===== config.mk =====
export PLATFORM = sky130hd
export DESIGN_NAME = html_token_state_machine_unit_flat
export DESIGN_NICKNAME = d
export VERILOG_FILES = /design/src/rtl/core/htsm_pkg.sv /design/src/rtl/core/htsm_if.sv /design/src/rtl/core/htsm_step.sv /design/src/rtl/core/html_token_state_machine_unit.sv /design/src/flat_wrapper.sv
export SDC_FILE = /design/constraint.sdc
export NUM_CORES = 1
export LEC_CHECK = 0
export BUFFER_PORTS_ARGS = -buffer_cell sky130_fd_sc_hd__buf_2
export CAP_MARGIN = 10
export CORE_UTILIZATION = 55
export DETAILED_ROUTE_END_ITERATION = 12
export GPL_TIMING_DRIVEN = 0
export PLACE_DENSITY = 0.77
export REMOVE_ABC_BUFFERS = 1
export SLEW_MARGIN = 40
export SYNTH_ARGS = -nofsm -noshare
export SYNTH_HDL_FRONTEND = slang
export SYNTH_SLANG_ARGS = --single-unit
export TNS_END_PERCENT = 10

===== constraint.sdc =====
create_clock -name clk -period 2.9 [get_ports clk]
set_clock_uncertainty 0.15 [all_clocks]
set_input_delay 0.87 -clock clk [delete_from_list [all_inputs] [get_ports clk]]
set_output_delay 0.87 -clock clk [all_outputs]
set_load 0.05 [all_outputs]

===== src/rtl/core/htsm_pkg.sv =====
// package: lexer state codes, character constants and classifier functions
`default_nettype none

package htsm_pkg;

    // lexer state codes
    typedef enum logic [3:0] {
        ST_TEXT   = 4'd0,
        ST_TAG0   = 4'd1,
        ST_TAG    = 4'd2,
        ST_EQL    = 4'd3,
        ST_SQUOTE = 4'd4,
        ST_DQUOTE = 4'd5,
        ST_VALUE  = 4'd6,
        ST_AMP    = 4'd7,
        ST_CMNT1  = 4'd8,
        ST_CMNT2  = 4'd9,
        ST_CMNT   = 4'd10,
        ST_NCMNT1 = 4'd11,
        ST_NCMNT2 = 4'd12,
        ST_NCMNT3 = 4'd13,
        ST_IRRTAG = 4'd14
    } htsm_state_t;

    // result of one lexer step
    typedef struct packed {
        htsm_state_t state;
        logic        is_text;
    } htsm_result_t;

    // characters that steer the lexer
    localparam logic [7:0] CH_LT     = 8'h3C;  // <
    localparam logic [7:0] CH_GT     = 8'h3E;  // >
    localparam logic [7:0] CH_AMP    = 8'h26;  // &
    localparam logic [7:0] CH_BANG   = 8'h21;  // !
    localparam logic [7:0] CH_EQ     = 8'h3D;  // =
    localparam logic [7:0] CH_DQUOTE = 8'h22;  // "
    localparam logic [7:0] CH_SQUOTE = 8'h27;  // '
    localparam logic [7:0] CH_SEMI   = 8'h3B;  // ;
    localparam logic [7:0] CH_HASH   = 8'h23;  // #
    localparam logic [7:0] CH_DASH   = 8'h2D;  // -
    localparam logic [7:0] CH_UNDER  = 8'h5F;  // _
    localparam logic [7:0] CH_SPACE  = 8'h20;
    localparam logic [7:0] CH_TAB    = 8'h09;
    localparam logic [7:0] CH_CR     = 8'h0D;

    // space, tab, lf, vt, ff, cr
    function automatic logic is_blank(input logic [7:0] c);
        is_blank = (c == CH_SPACE) || ((c >= CH_TAB) && (c <= CH_CR));
    endfunction

    // ascii letters and digits only
    function automatic logic is_letter_digit(input logic [7:0] c);
        is_letter_digit = ((c >= 8'h30) && (c <= 8'h39)) ||
                          ((c >= 8'h61) && (c <= 8'h7A)) ||
                          ((c >= 8'h41) && (c <= 8'h5A));
    endfunction

endpackage

`default_nettype wire


===== src/rtl/core/htsm_if.sv =====
// interfaces: character request channel and lexer result channel
`default_nettype none

interface htsm_char_if;
    logic       valid;
    logic       ready;
    logic [7:0] in_byte;

    modport source (output valid, output in_byte, input ready);
    modport sink   (input valid, input in_byte, output ready);
endinterface

interface htsm_result_if;
    logic       valid;
    logic       ready;
    logic [3:0] new_state;
    logic       is_text;

    modport source (output valid, output new_state, output is_text, input ready);
    modport sink   (input valid, input new_state, input is_text, output ready);
endinterface

`default_nettype wire


===== src/rtl/core/htsm_step.sv =====
// one lexer step: next state and text flag for a byte in a given state
`default_nettype none

module htsm_step (
    input  var htsm_pkg::htsm_state_t  state,
    input  var logic [7:0]             in_byte,
    output htsm_pkg::htsm_result_t     result
);

    htsm_pkg::htsm_state_t next_state;
    logic                  text_flag;
    logic                  blank;
    logic                  amp_end;

    assign blank   = htsm_pkg::is_blank(in_byte);
    assign amp_end = (in_byte == htsm_pkg::CH_SEMI) ||
                     ((in_byte != htsm_pkg::CH_HASH) && (in_byte != htsm_pkg::CH_UNDER) &&
                      !htsm_pkg::is_letter_digit(in_byte));

    // next state
    always_comb
    begin
        next_state = state;
        unique case (state)
            htsm_pkg::ST_TAG0:
            begin
                if (in_byte == htsm_pkg::CH_BANG)
                    next_state = htsm_pkg::ST_CMNT1;
                else if (in_byte == htsm_pkg::CH_GT)
                    next_state = htsm_pkg::ST_TEXT;
                else if (in_byte == htsm_pkg::CH_EQ)
                    next_state = htsm_pkg::ST_EQL;
                else
                    next_state = htsm_pkg::ST_TAG;
            end
            htsm_pkg::ST_TAG:
            begin
                if (in_byte == htsm_pkg::CH_GT)
                    next_state = htsm_pkg::ST_TEXT;
                else if (in_byte == htsm_pkg::CH_EQ)
                    next_state = htsm_pkg::ST_EQL;
                else
                    next_state = htsm_pkg::ST_TAG;
            end
            htsm_pkg::ST_EQL:
            begin
                if (in_byte == htsm_pkg::CH_DQUOTE)
                    next_state = htsm_pkg::ST_DQUOTE;
                else if (in_byte == htsm_pkg::CH_SQUOTE)
                    next_state = htsm_pkg::ST_SQUOTE;
                else if (blank)
                    next_state = htsm_pkg::ST_EQL;
                else if (in_byte == htsm_pkg::CH_GT)
                    next_state = htsm_pkg::ST_TEXT;
                else
                    next_state = htsm_pkg::ST_VALUE;
            end
            htsm_pkg::ST_SQUOTE:
            begin
                if (in_byte == htsm_pkg::CH_SQUOTE)
                    next_state = htsm_pkg::ST_TAG;
            end
            htsm_pkg::ST_DQUOTE:
            begin
                if (in_byte == htsm_pkg::CH_DQUOTE)
                    next_state = htsm_pkg::ST_TAG;
            end
            htsm_pkg::ST_VALUE:
            begin
                if (in_byte == htsm_pkg::CH_GT)
                    next_state = htsm_pkg::ST_TEXT;
                else if (blank)
                    next_state = htsm_pkg::ST_TAG;
            end
            htsm_pkg::ST_AMP:
            begin
                if (amp_end)
                    next_state = htsm_pkg::ST_TEXT;
            end
            htsm_pkg::ST_CMNT1:
            begin
                if (in_byte == htsm_pkg::CH_DASH)
                    next_state = htsm_pkg::ST_CMNT2;
                else if (in_byte == htsm_pkg::CH_GT)
                    next_state = htsm_pkg::ST_TEXT;
                else
                    next_state = htsm_pkg::ST_IRRTAG;
            end
            htsm_pkg::ST_CMNT2:
            begin
                if (in_byte == htsm_pkg::CH_DASH)
                    next_state = htsm_pkg::ST_CMNT;
                else if (in_byte == htsm_pkg::CH_GT)
                    next_state = htsm_pkg::ST_TEXT;
                else
                    next_state = htsm_pkg::ST_IRRTAG;
            end
            htsm_pkg::ST_CMNT:
            begin
                if (in_byte == htsm_pkg::CH_DASH)
                    next_state = htsm_pkg::ST_NCMNT1;
            end
            htsm_pkg::ST_NCMNT1:
            begin
                if (in_byte == htsm_pkg::CH_DASH)
                    next_state = htsm_pkg::ST_NCMNT2;
                else
                    next_state = htsm_pkg::ST_CMNT;
            end
            htsm_pkg::ST_NCMNT2:
            begin
                if (in_byte == htsm_pkg::CH_GT)
                    next_state = htsm_pkg::ST_TEXT;
                else if (in_byte == htsm_pkg::CH_DASH)
                    next_state = htsm_pkg::ST_NCMNT2;
                else if (blank)
                    next_state = htsm_pkg::ST_NCMNT3;
                else
                    next_state = htsm_pkg::ST_CMNT;
            end
            htsm_pkg::ST_NCMNT3:
            begin
                if (in_byte == htsm_pkg::CH_GT)
                    next_state = htsm_pkg::ST_TEXT;
                else if (in_byte == htsm_pkg::CH_DASH)
                    next_state = htsm_pkg::ST_NCMNT1;
                else if (blank)
                    next_state = htsm_pkg::ST_NCMNT3;
                else
                    next_state = htsm_pkg::ST_CMNT;
            end
            htsm_pkg::ST_IRRTAG:
            begin
                if (in_byte == htsm_pkg::CH_GT)
                    next_state = htsm_pkg::ST_TEXT;
            end
            // text state, and the unused code behaves as text
            default:
            begin
                if (in_byte == htsm_pkg::CH_LT)
                    next_state = htsm_pkg::ST_TAG0;
                else if (in_byte == htsm_pkg::CH_AMP)
                    next_state = htsm_pkg::ST_AMP;
                else
                    next_state = htsm_pkg::ST_TEXT;
            end
        endcase
    end

    // text flag: any byte other than '<' seen in the text state
    always_comb
    begin
        unique case (state)
            htsm_pkg::ST_TAG0, htsm_pkg::ST_TAG, htsm_pkg::ST_EQL, htsm_pkg::ST_SQUOTE,
            htsm_pkg::ST_DQUOTE, htsm_pkg::ST_VALUE, htsm_pkg::ST_AMP, htsm_pkg::ST_CMNT1,
            htsm_pkg::ST_CMNT2, htsm_pkg::ST_CMNT, htsm_pkg::ST_NCMNT1, htsm_pkg::ST_NCMNT2,
            htsm_pkg::ST_NCMNT3, htsm_pkg::ST_IRRTAG:
                text_flag = 1'b0;
            default:
                text_flag = (in_byte != htsm_pkg::CH_LT);
        endcase
    end

    assign result.state   = next_state;
    assign result.is_text = text_flag;

endmodule

`default_nettype wire


===== src/rtl/core/html_token_state_machine_unit.sv =====
// top level: registered html character lexer with request and result channels
//
// The unit lexes one HTML byte per clock while results are taken. A request
// is captured in an input register; the state logic reads it together with
// the lexer state and, once the result register is empty or its result is
// taken, writes the new state and text flag into the result register, which
// presents them on the result channel. Requests are taken back to back at one
// per cycle while results are taken, and the input register keeps taking a
// byte while a finished result waits on the result channel; only when both
// registers are full and the result is not taken does ready drop. The lexer
// state starts in the text state after reset.
`default_nettype none

module html_token_state_machine_unit (
    input  wire logic       clk,
    input  wire logic       rst_n,
    htsm_char_if.sink       chars,
    htsm_result_if.source   result
);

    logic                   in_valid_reg;
    logic [7:0]             in_byte_reg;
    logic                   out_valid_reg;
    logic                   out_valid_next;
    logic [3:0]             out_state_reg;
    logic                   out_text_reg;
    htsm_pkg::htsm_state_t  lexer_state_reg;
    htsm_pkg::htsm_result_t step;
    logic                   advance;
    logic                   take;

    // handshake control
    assign advance = in_valid_reg && (!out_valid_reg || result.ready);
    assign chars.ready = !in_valid_reg || advance;
    assign take = chars.valid && chars.ready;
    assign out_valid_next = advance || (out_valid_reg && !result.ready);

    // state logic
    htsm_step u_step (
        .state   (lexer_state_reg),
        .in_byte (in_byte_reg),
        .result  (step)
    );

    // control registers
    always_ff @(posedge clk or negedge rst_n)
    begin
        if (!rst_n)
        begin
            in_valid_reg    <= 1'b0;
            out_valid_reg   <= 1'b0;
            lexer_state_reg <= htsm_pkg::ST_TEXT;
        end
        else
        begin
            in_valid_reg  <= take || (in_valid_reg && !advance);
            out_valid_reg <= out_valid_next;
            if (advance)
                lexer_state_reg <= step.state;
        end
    end

    // payload registers
    always_ff @(posedge clk)
    begin
        if (take)
            in_byte_reg <= chars.in_byte;
        if (advance)
        begin
            out_state_reg <= step.state;
            out_text_reg  <= step.is_text;
        end
    end

    assign result.valid     = out_valid_reg;
    assign result.new_state = out_state_reg;
    assign result.is_text   = out_text_reg;

    // the shown result always carries the current lexer state
    a_result_matches_state: assert property (@(posedge clk) disable iff (!rst_n)
        out_valid_reg |-> (out_state_reg == lexer_state_reg))
        else $error("result state differs from lexer state");

    // a text byte only ever leaves the lexer in text or entity state
    a_text_target: assert property (@(posedge clk) disable iff (!rst_n)
        out_valid_reg && out_text_reg |->
            (out_state_reg == htsm_pkg::ST_TEXT) || (out_state_reg == htsm_pkg::ST_AMP))
        else $error("text flag with a markup state");

    // a held request is not dropped while the result side stalls
    a_request_held: assert property (@(posedge clk) disable iff (!rst_n)
        in_valid_reg && out_valid_reg && !result.ready |=> in_valid_reg && $stable(in_byte_reg))
        else $error("pending request lost during stall");

    // lexer state moves only when a request is processed
    a_state_moves: assert property (@(posedge clk) disable iff (!rst_n)
        !advance |=> $stable(lexer_state_reg))
        else $error("lexer state changed without a request");

endmodule

`default_nettype wire


===== src/flat_wrapper.sv =====
// flat-port wrapper written by rule: the top's interface ports become plain ports
module html_token_state_machine_unit_flat 
  (clk, rst_n, chars_valid, chars_in_byte, chars_ready, result_valid, result_new_state, result_is_text, result_ready);
  htsm_char_if chars_i ();
  htsm_result_if result_i ();
  input  wire logic clk;
  input  wire logic rst_n;
  input wire logic [$bits(chars_i.valid)-1:0] chars_valid;
  input wire logic [$bits(chars_i.in_byte)-1:0] chars_in_byte;
  output wire logic [$bits(chars_i.ready)-1:0] chars_ready;
  output wire logic [$bits(result_i.valid)-1:0] result_valid;
  output wire logic [$bits(result_i.new_state)-1:0] result_new_state;
  output wire logic [$bits(result_i.is_text)-1:0] result_is_text;
  input wire logic [$bits(result_i.ready)-1:0] result_ready;
  assign chars_i.valid = chars_valid;
  assign chars_i.in_byte = chars_in_byte;
  assign chars_ready = chars_i.ready;
  assign result_valid = result_i.valid;
  assign result_new_state = result_i.new_state;
  assign result_is_text = result_i.is_text;
  assign result_i.ready = result_ready;
  html_token_state_machine_unit u_core (.clk(clk), .rst_n(rst_n), .chars(chars_i), .result(result_i));
endmodule

==> flow_metrics.env <==
export IMPL_outcome="finished, final reports clean"
export IMPL_totalWireLength_um=3370
export IMPL_combPwrFrac_pct=43.5
export IMPL_vdd_drop_max_mv=0.5139
export IMPL_dr_pass1_iters=4
export IMPL_io_buffers=18
export IMPL_avgRoutedWirePerCell_um=16.85
export IMPL_die_w_um=53.42
export IMPL_hold_class="in2async"
export IMPL_via_per_inst=6.845
export IMPL_synth_cell_types=51
export IMPL_p_clk_share_pct=12.5
export IMPL_gp_congestion=0.9059
export IMPL_final_min_clock_period_ns=2.713
export IMPL_drive_gt1_share_pct=16.47
export IMPL_placedCellCount=196
export IMPL_clk_pin_slew_ns=0.11
export IMPL_worstMarginPinSlew_ns=0.8033
export IMPL_rsz0062_at_grt="no"
export IMPL_synth_seq_cells=19
export IMPL_rows=18
export IMPL_setup_violations=0
export IMPL_largest_reg_flops=8
export IMPL_setup_tns_final_ns=0
export IMPL_synth_flop_cell="edfxtp_1"
export IMPL_dieArea_sq_um=2853
export IMPL_powerDensity_nw_per_um2=729.9
export IMPL_hold_violations=0
export IMPL_n_antenna_cell=0
export IMPL_cts_resized=0
export IMPL_p_seq_share_pct=44.0
export IMPL_max_slew_margin_rel_pct=45.60
export IMPL_period_share_pct=93.54
export IMPL_final_area_sq_um=1545
export IMPL_sw_frac_of_total_pct=45.69
export IMPL_detailed_place_hpwl_um=2424
export IMPL_core_area_sq_um=2477
export IMPL_overflow=0
export IMPL_intPower_w=0.0006126
export IMPL_clock_sinks=19
export IMPL_r2r_cells=6
export IMPL_syn_cell_area_sq_um=1454
export IMPL_grt_pass1_wl_um=5382
export IMPL_io_pins=19
export IMPL_maxCapViolations=0
export IMPL_slew_viol_final=0
export IMPL_leakagePower_nw=0.5191
export IMPL_die_h_um=53.42
export IMPL_syn_inst=161
export IMPL_post_cts_buffers=0
export IMPL_final_cell_mix="buf_2, nand2_1, nor2_1"
export IMPL_ctsHoldBuffers=0
export IMPL_arrival_ns=2.62
export IMPL_final_common_cell="buf_2"
export IMPL_htree_num_levels=1
export IMPL_cts_root_buf="clkbuf_4"
export IMPL_clock_fmax_ghz=0.3687
export IMPL_stdcell_count=200
export IMPL_start_kind="flop"
export IMPL_clk_latency_ns=0.31
export IMPL_syn_avg_cell_area_sq_um=9.030
export IMPL_power_switching_w=0.0005153
export IMPL_grt_max_degree=19
export IMPL_initial_core_util_pct=58.69
export IMPL_clock_tree_buffer_depth=2
export IMPL_grt_usage_pct=26.77
export IMPL_vias=1369
export IMPL_cts_made_buffers=3
export IMPL_crit_required_ns=2.81
export IMPL_ys_seq_area_share_pct=37.18
export IMPL_antenna_found_initial=0
export IMPL_placed_area_sq_um=1515
export IMPL_crit_type="reg2reg"
export IMPL_yosys_warnings=0
export IMPL_antenna_left=0
export IMPL_end_kind="flop"
export IMPL_synth_edf_count=13
export IMPL_grt_pass1_vias=1174
export IMPL_nNetsFinal=183
export IMPL_area_delta_synth_final_pct=6.282
export IMPL_synthArstFlopShare_pct=31.58
export IMPL_cts_tree="yes"
export IMPL_path_max_fanout=15
export IMPL_drc=0
export IMPL_drt_iter0_drc=75
[area by class of cell]
cell class,instances,area [sq um]
sequential,19,540.5
timing repair buffer,18,90.09
tap,30,37.54
multi-input combinational,126,835.8
inverter,3,11.26
clock inverter,1,7.507
clock buffer,3,22.52
fill,215,932.1
[Yosys cell counts, types with 4 or more instances]
master,n,share of area [%]
a21oi_1,8,2.8
clkbuf_1,7,1.8
dfrtp_1,6,10
edfxtp_1,13,27
nand2_1,17,4.4
nand2b_1,7,3.0
nand4b_1,4,2.4
nor2_1,14,3.6
nor2b_1,9,3.9
nor3_1,4,1.4
o21ai_0,6,2.1
[worst max-delay path: stages, from the launching register on]
cell,delay [ns]
edfxtp_1,0.71
nor2b_1,0.30
a21oi_1,0.10
o21ai_0,0.57
o22ai_1,0.14
a311oi_1,0.37
nand3_1,0.12
[routing by layer]
layer | routed length [um] | track usage [%] | vias up
met5 | 0 | 0 | -
met4 | 43 | 9.211 | 0
met3 | 207 | 6.322 | 9
met2 | 1669 | 46.04 | 70
met1 | 1450 | 32.09 | 643
li1 | - | - | 647
[final timing paths]
check	from	slack, ns	end
hold / removal	rst_n	0.22	u_core.lexer_state_reg[0]
min in group clk	u_core.in_valid_reg	0.38	u_core.result.valid
setup / recovery	u_core.in_byte_reg[3]	0.19	u_core.result.new_state[1]
hold reg to reg	u_core.in_valid_reg	0.38	u_core.result.valid
max in group asynchronous	rst_n	2.22	u_core.lexer_state_reg[3]
setup reg to reg	u_core.in_byte_reg[3]	0.19	u_core.result.new_state[1]
[power by group through the flow]
stage	Clock [W]	Sequential [W]	Combinational [W]
after global routing	0.000156	0.000509	0.000539
after detailed placement	0	0.000499	0.000482
after global placement	0	0.000497	0.000471
final	0.000141	0.000497	0.000491
after CTS	0.000142	0.000492	0.000485
after floorplan	0	0.000547	0.000310
[through the flow]
step           worst slack (ns)  utilization, %  hold WS, ns  total power, W
2_1_floorplan            0.4664               -       0.3069       0.0008567
3_5_place_dp             0.2535           61.16       0.3471       0.0009812
3_3_place_gp             0.3250           61.16       0.3220       0.0009681
4_1_cts                  0.2367           62.37       0.2228        0.001119
6_report                 0.1874           62.37       0.2236        0.001128
5_1_grt                 0.05530           62.37       0.2064        0.001205
[logic make-up (layout without fill, tap and decap cells)]
group | Yosys count | in the layout | share of synthesized area, %
AND/OR/NAND/NOR | 84 | 84 | 36.06
AO/OA/AOI/OAI | 42 | 42 | 21.43
flip-flops | 19 | 19 | 37.18
buffers and inverters | 16 | 25 | 5.336
Power figures use the tool's default switching activity.
